==> src/assert_macros.svh <==
// Assertion helpers, clocked on clk_i and quiet while rst_ni is low.
`ifndef ASSERT_MACROS_SVH
`define ASSERT_MACROS_SVH

// Check that a property holds at every rising edge.
`define LCFE_ASSERT(lbl, prop, msg) \
  lbl: assert property (@(posedge clk_i) disable iff (!rst_ni) (prop)) else $error(msg);

// Check that a condition never holds.
`define LCFE_NEVER(lbl, cond, msg) \
  lbl: assert property (@(posedge clk_i) disable iff (!rst_ni) !(cond)) else $error(msg);

`endif

==> src/lcfe_pkg.sv <==
package lcfe_pkg;

  localparam int ChanW   = 8;
  localparam int ColorW  = 24;
  localparam int PeriodW = 16;
  localparam int NumChan = 3;

  localparam logic [1:0] LAST_CHAN = 2'd2;

  // configuration register indexes
  localparam logic [1:0] CFG_MODE      = 2'd0;
  localparam logic [1:0] CFG_COLOR_ONE = 2'd1;
  localparam logic [1:0] CFG_COLOR_TWO = 2'd2;
  localparam logic [1:0] CFG_PERIOD    = 2'd3;

  typedef enum logic [1:0] {
    MODE_OFF,
    MODE_CONST,
    MODE_BLINK,
    MODE_GRAD
  } mode_e;

  typedef enum logic [1:0] {
    ST_IDLE,
    ST_LOAD,
    ST_DIV,
    ST_STEP
  } state_e;

  typedef struct packed {
    logic               start;
    logic               neg;
    logic [ChanW-1:0]   mag;
    logic [PeriodW-1:0] divisor;
  } div_req_t;

  typedef struct packed {
    logic done;
  } div_rsp_t;

  function automatic logic [ChanW-1:0] chan_of(input logic [ColorW-1:0] rgb,
                                               input logic [1:0] c);
    logic [ChanW-1:0] v;
    case (c)
      2'd0:    v = rgb[23:16];
      2'd1:    v = rgb[15:8];
      2'd2:    v = rgb[7:0];
      default: v = '0;
    endcase
    return v;
  endfunction

endpackage

==> src/lcfe_div.sv <==
module lcfe_div #(
  parameter int FRACTION_BITS = 16
) (
  input  logic                                 clk_i,
  input  logic                                 rst_ni,
  input  lcfe_pkg::div_req_t                   req_i,
  output lcfe_pkg::div_rsp_t                   rsp_o,
  output logic signed [FRACTION_BITS+10-1:0]   quo_o
);

  localparam int DW   = FRACTION_BITS + lcfe_pkg::ChanW;
  localparam int QW   = FRACTION_BITS + 10;
  localparam int VW   = lcfe_pkg::PeriodW;
  localparam int CNTW = $clog2(DW + 1);

  logic            busy_q;
  logic [CNTW-1:0] cnt_q;
  logic [VW-1:0]   rem_q;
  logic [DW-1:0]   dvd_q;
  logic [VW-1:0]   dsr_q;
  logic            neg_q;

  logic [VW:0]          shifted;
  logic [VW:0]          trial;
  logic                 fits;
  logic                 last;
  logic signed [QW-1:0] mag_ext;

  assign shifted = {rem_q, dvd_q[DW-1]};
  assign trial   = shifted - {1'b0, dsr_q};
  assign fits    = !trial[VW];
  assign last    = (cnt_q == CNTW'(DW));

  always_ff @(posedge clk_i or negedge rst_ni) begin
    if (!rst_ni) begin
      busy_q <= 1'b0;
      cnt_q  <= '0;
    end else if (req_i.start) begin
      busy_q <= 1'b1;
      cnt_q  <= '0;
    end else if (busy_q) begin
      if (last) begin
        busy_q <= 1'b0;
      end else begin
        cnt_q <= cnt_q + 1'b1;
      end
    end
  end

  // one quotient bit per cycle; quotient bits shift in behind the dividend
  always_ff @(posedge clk_i) begin
    if (req_i.start) begin
      rem_q <= '0;
      dvd_q <= {req_i.mag, {FRACTION_BITS{1'b0}}};
      dsr_q <= req_i.divisor;
      neg_q <= req_i.neg;
    end else if (busy_q && !last) begin
      rem_q <= fits ? trial[VW-1:0] : shifted[VW-1:0];
      dvd_q <= {dvd_q[DW-2:0], fits};
    end
  end

  assign mag_ext    = $signed({2'b00, dvd_q});
  assign quo_o      = neg_q ? -mag_ext : mag_ext;
  assign rsp_o.done = busy_q && last;

endmodule

==> src/led_color_fade_engine.sv <==
// LED color fade engine: one RGB color per accepted tick transaction, in off, constant,
// blink (color one to black and back) or gradient (color one to color two and back) mode,
// with a triangle-wave fade of period_ticks ticks per leg. Register writes take effect at
// the next tick with restart set. A tick without restart goes straight to the step state and
// registers its result there once the output is free. A restart tick computes three signed
// per-channel steps on one shared serial divider, one quotient bit per cycle over
// FRACTION_BITS+8 bits, channel by channel, and then registers its result in the step state.
// The block takes no new transaction until the current result is registered.
`include "assert_macros.svh"

module led_color_fade_engine #(
  parameter int FRACTION_BITS = 16
) (
  input  logic        clk_i,
  input  logic        rst_ni,
  input  logic        cfg_we_i,
  input  logic [1:0]  cfg_idx_i,
  input  logic [23:0] cfg_wdata_i,
  input  logic        in_valid_i,
  output logic        in_stall_o,
  input  logic        restart_i,
  output logic        out_valid_o,
  input  logic        out_stall_i,
  output logic [7:0]  red_o,
  output logic [7:0]  green_o,
  output logic [7:0]  blue_o
);

  localparam int QW = FRACTION_BITS + 10;
  localparam int CW = lcfe_pkg::ChanW;
  localparam int NC = lcfe_pkg::NumChan;

  lcfe_pkg::mode_e       mode_q;
  logic [23:0]           color_one_q;
  logic [23:0]           color_two_q;
  logic [15:0]           period_q;

  lcfe_pkg::mode_e       run_mode_q;
  logic [23:0]           run_one_q;
  logic [23:0]           run_target_q;
  logic [15:0]           run_period_q;

  lcfe_pkg::state_e      state_q, state_d;
  logic [1:0]            chan_q, chan_d;
  logic [15:0]           tick_q;
  logic                  rising_q;
  logic signed [QW-1:0]  level_q [NC];
  logic signed [QW-1:0]  step_q  [NC];

  logic                  out_valid_q;
  logic [CW-1:0]         out_q   [NC];

  logic                  accept;
  logic                  out_free;
  logic                  step_en;
  logic                  fading;
  logic                  flip;
  logic                  rising_nxt;
  logic [15:0]           tick_nxt;
  logic signed [QW-1:0]  lvl_nxt [NC];
  logic [CW-1:0]         res     [NC];
  logic [CW-1:0]         ch_a, ch_t;

  lcfe_pkg::div_req_t    div_req;
  lcfe_pkg::div_rsp_t    div_rsp;
  logic signed [QW-1:0]  div_quo;

  assign accept   = in_valid_i && !in_stall_o;
  assign out_free = !out_valid_q || !out_stall_i;

  // configuration registers
  always_ff @(posedge clk_i or negedge rst_ni) begin
    if (!rst_ni) begin
      mode_q      <= lcfe_pkg::MODE_OFF;
      color_one_q <= '0;
      color_two_q <= '0;
      period_q    <= '0;
    end else if (cfg_we_i) begin
      case (cfg_idx_i)
        lcfe_pkg::CFG_MODE:      mode_q      <= lcfe_pkg::mode_e'(cfg_wdata_i[1:0]);
        lcfe_pkg::CFG_COLOR_ONE: color_one_q <= cfg_wdata_i;
        lcfe_pkg::CFG_COLOR_TWO: color_two_q <= cfg_wdata_i;
        lcfe_pkg::CFG_PERIOD:    period_q    <= cfg_wdata_i[15:0];
        default: ;
      endcase
    end
  end

  // divider operands for the channel in progress
  assign ch_a = lcfe_pkg::chan_of(run_one_q, chan_q);
  assign ch_t = lcfe_pkg::chan_of(run_target_q, chan_q);

  always_comb begin
    div_req.start   = (state_q == lcfe_pkg::ST_LOAD);
    div_req.neg     = (ch_t < ch_a);
    div_req.mag     = div_req.neg ? (ch_a - ch_t) : (ch_t - ch_a);
    div_req.divisor = run_period_q;
  end

  lcfe_div #(
    .FRACTION_BITS(FRACTION_BITS)
  ) u_div (
    .clk_i (clk_i),
    .rst_ni(rst_ni),
    .req_i (div_req),
    .rsp_o (div_rsp),
    .quo_o (div_quo)
  );

  // tick datapath
  always_comb begin
    fading     = (run_mode_q == lcfe_pkg::MODE_BLINK || run_mode_q == lcfe_pkg::MODE_GRAD)
                 && (run_period_q != '0);
    flip       = (tick_q == '0) || (tick_q >= run_period_q);
    rising_nxt = rising_q ^ flip;
    tick_nxt   = rising_nxt ? tick_q + 16'd1 : tick_q - 16'd1;
    for (int c = 0; c < NC; c++) begin
      lvl_nxt[c] = rising_q ? level_q[c] + step_q[c] : level_q[c] - step_q[c];
      if (run_mode_q == lcfe_pkg::MODE_OFF) begin
        res[c] = '0;
      end else if (!fading) begin
        res[c] = lcfe_pkg::chan_of(run_one_q, 2'(c));
      end else if (lvl_nxt[c][QW-1]) begin
        res[c] = '0;
      end else if (|lvl_nxt[c][QW-2:FRACTION_BITS+CW]) begin
        res[c] = '1;
      end else begin
        res[c] = lvl_nxt[c][FRACTION_BITS+CW-1:FRACTION_BITS];
      end
    end
  end

  // sequencer
  always_comb begin
    state_d = state_q;
    chan_d  = chan_q;
    step_en = 1'b0;
    case (state_q)
      lcfe_pkg::ST_IDLE: begin
        if (accept) begin
          chan_d  = '0;
          state_d = restart_i ? lcfe_pkg::ST_LOAD : lcfe_pkg::ST_STEP;
        end
      end
      lcfe_pkg::ST_LOAD: begin
        state_d = lcfe_pkg::ST_DIV;
      end
      lcfe_pkg::ST_DIV: begin
        if (div_rsp.done) begin
          if (chan_q == lcfe_pkg::LAST_CHAN) begin
            state_d = lcfe_pkg::ST_STEP;
          end else begin
            chan_d  = chan_q + 2'd1;
            state_d = lcfe_pkg::ST_LOAD;
          end
        end
      end
      lcfe_pkg::ST_STEP: begin
        if (out_free) begin
          step_en = 1'b1;
          state_d = lcfe_pkg::ST_IDLE;
        end
      end
      default: state_d = lcfe_pkg::ST_IDLE;
    endcase
  end

  assign in_stall_o = (state_q != lcfe_pkg::ST_IDLE);

  always_ff @(posedge clk_i or negedge rst_ni) begin
    if (!rst_ni) begin
      state_q      <= lcfe_pkg::ST_IDLE;
      chan_q       <= '0;
      run_mode_q   <= lcfe_pkg::MODE_OFF;
      tick_q       <= 16'd1;
      rising_q     <= 1'b1;
      out_valid_q  <= 1'b0;
    end else begin
      state_q <= state_d;
      chan_q  <= chan_d;
      if (accept && restart_i) begin
        run_mode_q <= mode_q;
        tick_q     <= 16'd1;
        rising_q   <= 1'b1;
      end else if (step_en && fading) begin
        tick_q   <= tick_nxt;
        rising_q <= rising_nxt;
      end
      if (step_en) begin
        out_valid_q <= 1'b1;
      end else if (!out_stall_i) begin
        out_valid_q <= 1'b0;
      end
    end
  end

  always_ff @(posedge clk_i) begin
    if (accept && restart_i) begin
      run_one_q    <= color_one_q;
      run_target_q <= (mode_q == lcfe_pkg::MODE_BLINK) ? '0 : color_two_q;
      run_period_q <= period_q;
      for (int c = 0; c < NC; c++) begin
        level_q[c] <= QW'({lcfe_pkg::chan_of(color_one_q, 2'(c)), {FRACTION_BITS{1'b0}}});
      end
    end else if (step_en && fading) begin
      for (int c = 0; c < NC; c++) begin
        level_q[c] <= lvl_nxt[c];
      end
    end
    if (state_q == lcfe_pkg::ST_DIV && div_rsp.done) begin
      step_q[chan_q] <= (run_period_q == '0) ? '0 : div_quo;
    end
    if (step_en) begin
      for (int c = 0; c < NC; c++) begin
        out_q[c] <= res[c];
      end
    end
  end

  assign out_valid_o = out_valid_q;
  assign red_o       = out_q[0];
  assign green_o     = out_q[1];
  assign blue_o      = out_q[2];

  `LCFE_ASSERT(a_done_in_div, div_rsp.done |-> state_q == lcfe_pkg::ST_DIV,
               "divider finished outside the division phase")
  `LCFE_ASSERT(a_restart_loads, (accept && restart_i) |=>
               (state_q == lcfe_pkg::ST_LOAD && chan_q == 2'd0),
               "restart did not start the division sequence at the first channel")
  `LCFE_ASSERT(a_out_from_step, $rose(out_valid_q) |-> $past(state_q == lcfe_pkg::ST_STEP),
               "result appeared without a tick step")
  `LCFE_NEVER(a_chan_range, chan_q > lcfe_pkg::LAST_CHAN, "channel counter out of range")

endmodule
==> config.mk <==
export PLATFORM = sky130hd
export DESIGN_NAME = led_color_fade_engine
export DESIGN_NICKNAME = d
export VERILOG_FILES = /design/src/lcfe_pkg.sv /design/src/lcfe_div.sv /design/src/led_color_fade_engine.sv
export VERILOG_INCLUDE_DIRS = /design/src /design/src/src
export SDC_FILE = /design/constraint.sdc
export NUM_CORES = 1
export LEC_CHECK = 0
export ABC_AREA = 0
export BUFFER_PORTS_ARGS = -buffer_cell sky130_fd_sc_hd__buf_2
export CELL_PAD_IN_SITES_DETAIL_PLACEMENT = 0
export CELL_PAD_IN_SITES_GLOBAL_PLACEMENT = 1
export CORE_AREA = 2 2 152 303
export CTS_CLUSTER_SIZE = 28
export DETAILED_ROUTE_END_ITERATION = 10
export DIE_AREA = 0 0 154 305
export HOLD_SLACK_MARGIN = 0.06
export PLACE_DENSITY = 0.86
export SETUP_SLACK_MARGIN = 0.15
export SYNTH_ARGS = -nofsm -noshare
export SYNTH_HDL_FRONTEND = slang
export SYNTH_SLANG_ARGS = --single-unit
==> constraint.sdc <==
create_clock -name clk_i -period 5.7 [get_ports clk_i]
set_input_delay 1.425 -clock clk_i [delete_from_list [all_inputs] [get_ports clk_i]]
set_output_delay 1.425 -clock clk_i [all_outputs]
set_load 0.05 [all_outputs]
==> out/qor.yml <==
layout:
  nets: 2410
  diodes: 0
  areaGrowthSynthToFinish_pct: 10.2
  stdcell_count: 2829
  drive_gt1_share_pct: 11.9
synthesis:
  synth.distinct_cells: 84
  seq_area_frac_synth_pct: 49.2
  ys.flop_type: "edfxtp_1"
  avgSynthCellArea_um2: 10.3
  yosysMostFrequentCell: "edfxtp_1"
  ys_ff_latch: 397
  yosys.area.top_type: "edfxtp_1"
  synth_area_leaders: "edfxtp_1, dfrtp_1, ha_1"
  syn_area_mm2: 0.0226
  synth_nets: 2360
  async_reset_ff_share_pct: 24.2
  synth_cells: 2187
  synth_edf_count: 269
  synthTopCellsByCount: "edfxtp_1, nand2_1, nor2_1, a21oi_1, ha_1"
  ys_warn_count: 0
  yosys.area.top_type_share_pct: 35.7
cts:
  htree_levels: 2
  cts_tree: "done"
  insertion_delay_ns: 0.56
  clkTransAtPathRegs_ns: 0.07
  postCtsSetupBuffers: 0
  clk_path_buf_depth: 3
  postCtsHoldBufs: 0
  cts_buffers: 40
  clkSinkCount: 397
  root_buffer: "clkbuf_16"
  cts_resized: 0
routing:
  postRouteAntennaNets: 0
  drt_pre_antenna_iters: 7
  dr_total_vias: 16300
  wirelength_um: 53400
  avgRoutedWirePerCell_um: 18.9
  drtIter0Drc: 1217
  viasPerCell: 5.77
  drc: 0
power_and_ir_drop:
  vdd_ir_drop_max_mv: 0.398
  power.density_mw_per_mm2: 580
  total_power_mw: 14.5
  p_leak_nw: 10.3
sta:
  max_freq_mhz: 211
  final.min_clock_period_ns: 4.74
  worst_pin_slew_ns: 1.23
  rsz0062_at_grt: "no"
  fin_skew_ns: 0.0244
  finalHoldViolations: 0
  slew_violations: 0
  slew_headroom_pct: 18.2
  tns_ns: 0
  period_share_pct: 83.2
  setup_viol: 0
global_routing:
  overflow: 0
  antenna_found_initial: 0
  grt_pass1_wl_um: 85200
  grtUsageTotal_pct: 22.8
  grt_start_max_net_pins: 67
  first_global_vias: 15900
die:
  die-area_mm2: 0.0470
  io_pins: 58
  core_area_mm2: 0.0447
  die_y_um: 305
  start_util_pct: 50.6
  rows: 110
  fp.dieW_um: 154
critical_path:
  path_cells: "inv_1 > ha_1 > nand2b_1 > nor4_1 > nand3b_1 > nor3_1 > nor2_1 > xnor2_1 > ha_1 > a21oi_1 > nand2_1 > a311o_1 > a31o_2 > a41oi_1 > xnor2_1 > nor2_1 > a211oi_1"
  critical_path.max_stage_delay_ns: 0.67
  cp_data_arrival_time_ns: 5.13
  end_kind: "register"
  cp_slowest_cell: "nor4_1"
  crit_type: "reg2reg"
  critPathMaxFanout: 8
  worstPathRequired_ns: 6.09
  crit_path_start_kind: "register"
placement:
  hpwl_um: 38200
  portBuffers: 57
  gp_congestion: 0.897
  placed_cells: 2755
flow_run:
  cap_violations: 0
worst_hold_path:
  hold_class: "reg2reg"
run_status:
  status: "finished clean"
[final cells by class]
type | instances | area, um2
Timing Repair Buffer | 79 | 465
Sequential cell | 397 | 11100
Fill cell | 3833 | 19800
Clock buffer | 44 | 1020
Clock inverter | 30 | 385
Multi-Input combinational cell | 1605 | 10800
Tap cell | 560 | 701
Inverter | 114 | 432
[cell families after synthesis]
kind of cell / after synthesis / share of synthesized area, %
AO/OA/AOI/OAI: 478 / 13.2
XOR/XNOR: 184 / 7.12
adder cells (fa/ha/maj): 141 / 7.99
buffers and inverters: 185 / 3.16
flip-flops: 397 / 49.2
multiplexers: 98 / 4.78
AND/OR/NAND/NOR: 704 / 14.6
[report_power, final]
| group | switching, mW | internal (mW) | leakage [nW] |
|---|---|---|---|
| sequential | 0.512 | 3.98 | 3.92 |
| clock | 1.18 | 1.63 | 0.680 |
| combinational | 4.31 | 2.84 | 5.69 |
[per-layer routing]
metal | track usage [%] | vias up | wire, um
li1 | - | 7961 | -
met1 | 32.5 | 7820 | 24300
met2 | 37.1 | 443 | 25200
met3 | 2.25 | 93 | 2510
met4 | 6.48 | 0 | 1380
met5 | 0 | - | 0
[worst paths after layout]
check | depth (start not counted) | slack, ns | from | to
setup reg to reg | 17 | 0.96 | step_q[0][0] | out_q[0][6]
max in group asynchronous | 2 | 3.71 | rst_ni | color_one_q[3]
hold reg to reg | 0 | 0.44 | period_q[9] | run_period_q[9]
setup / recovery | 17 | 0.96 | step_q[0][0] | out_q[0][6]
hold / removal | 0 | 0.44 | period_q[9] | run_period_q[9]
min in group asynchronous | 1 | 0.98 | rst_ni | tick_q[7]
[layout by cell type, fill, tap and decap left out, drive strengths merged, types with 23 or more instances in the layout]
cell type  synthesis  routed
mux2              78      78
nand2            248     248
nor3              40      40
xnor2             80      80
nand3             43      43
nor2             194     194
and2              37      37
a21o              34      34
clkbuf            53      44
xor2             104     104
a31oi             23      23
buf               18      79
o21ai            120     120
dfrtp             94      94
a21oi            159     159
dfxtp             32      32
inv              113     115
edfxtp           269     269
ha               135     135
[metrics by stage]
| step | hold WS, ns | utilization, % | setup slack (ns) | cell area, um2 |
|---|---|---|---|---|
| after floorplan | 0.419 | - | 0.660 | 22600 |
| after global placement | 0.423 | 52.6 | 1.06 | 23500 |
| after detailed placement | 0.427 | 52.6 | 0.938 | 23500 |
| after CTS | 0.440 | 55.8 | 0.966 | 24900 |
| after global routing | 0.457 | 55.8 | 0.439 | 24900 |
| final | 0.437 | 55.8 | 0.958 | 24900 |
[critical path: cells and delay by family (launching register included)]
kind | cells | cell delay [ns]
xor gates and xnor gates | 2 | 0.48
and+or+nand+nor | 7 | 1.76
buffers and inverters | 1 | 0.08
adders and majority gates | 2 | 0.50
DFF | 1 | 0.42
AOI/OAI and AO/OA | 5 | 1.35
[sequential cells by signal, summed over array words and instances (netlist names), 2 cells and up]
| register | flops |
|---|---|
| color_two_q | 24 |
| level_q | 78 |
| step_q | 78 |
| period_q | 16 |
| state_q | 2 |
| u_div.rem_q | 16 |
| out_q | 24 |
| tick_q | 16 |
| run_mode_q | 2 |
| mode_q | 2 |
| run_one_q | 24 |
| run_target_q | 24 |
| chan_q | 2 |
| u_div.dvd_q | 24 |
| u_div.cnt_q | 5 |
| color_one_q | 24 |
| u_div.dsr_q | 16 |
| run_period_q | 16 |
(Power assumes the default switching activity.)
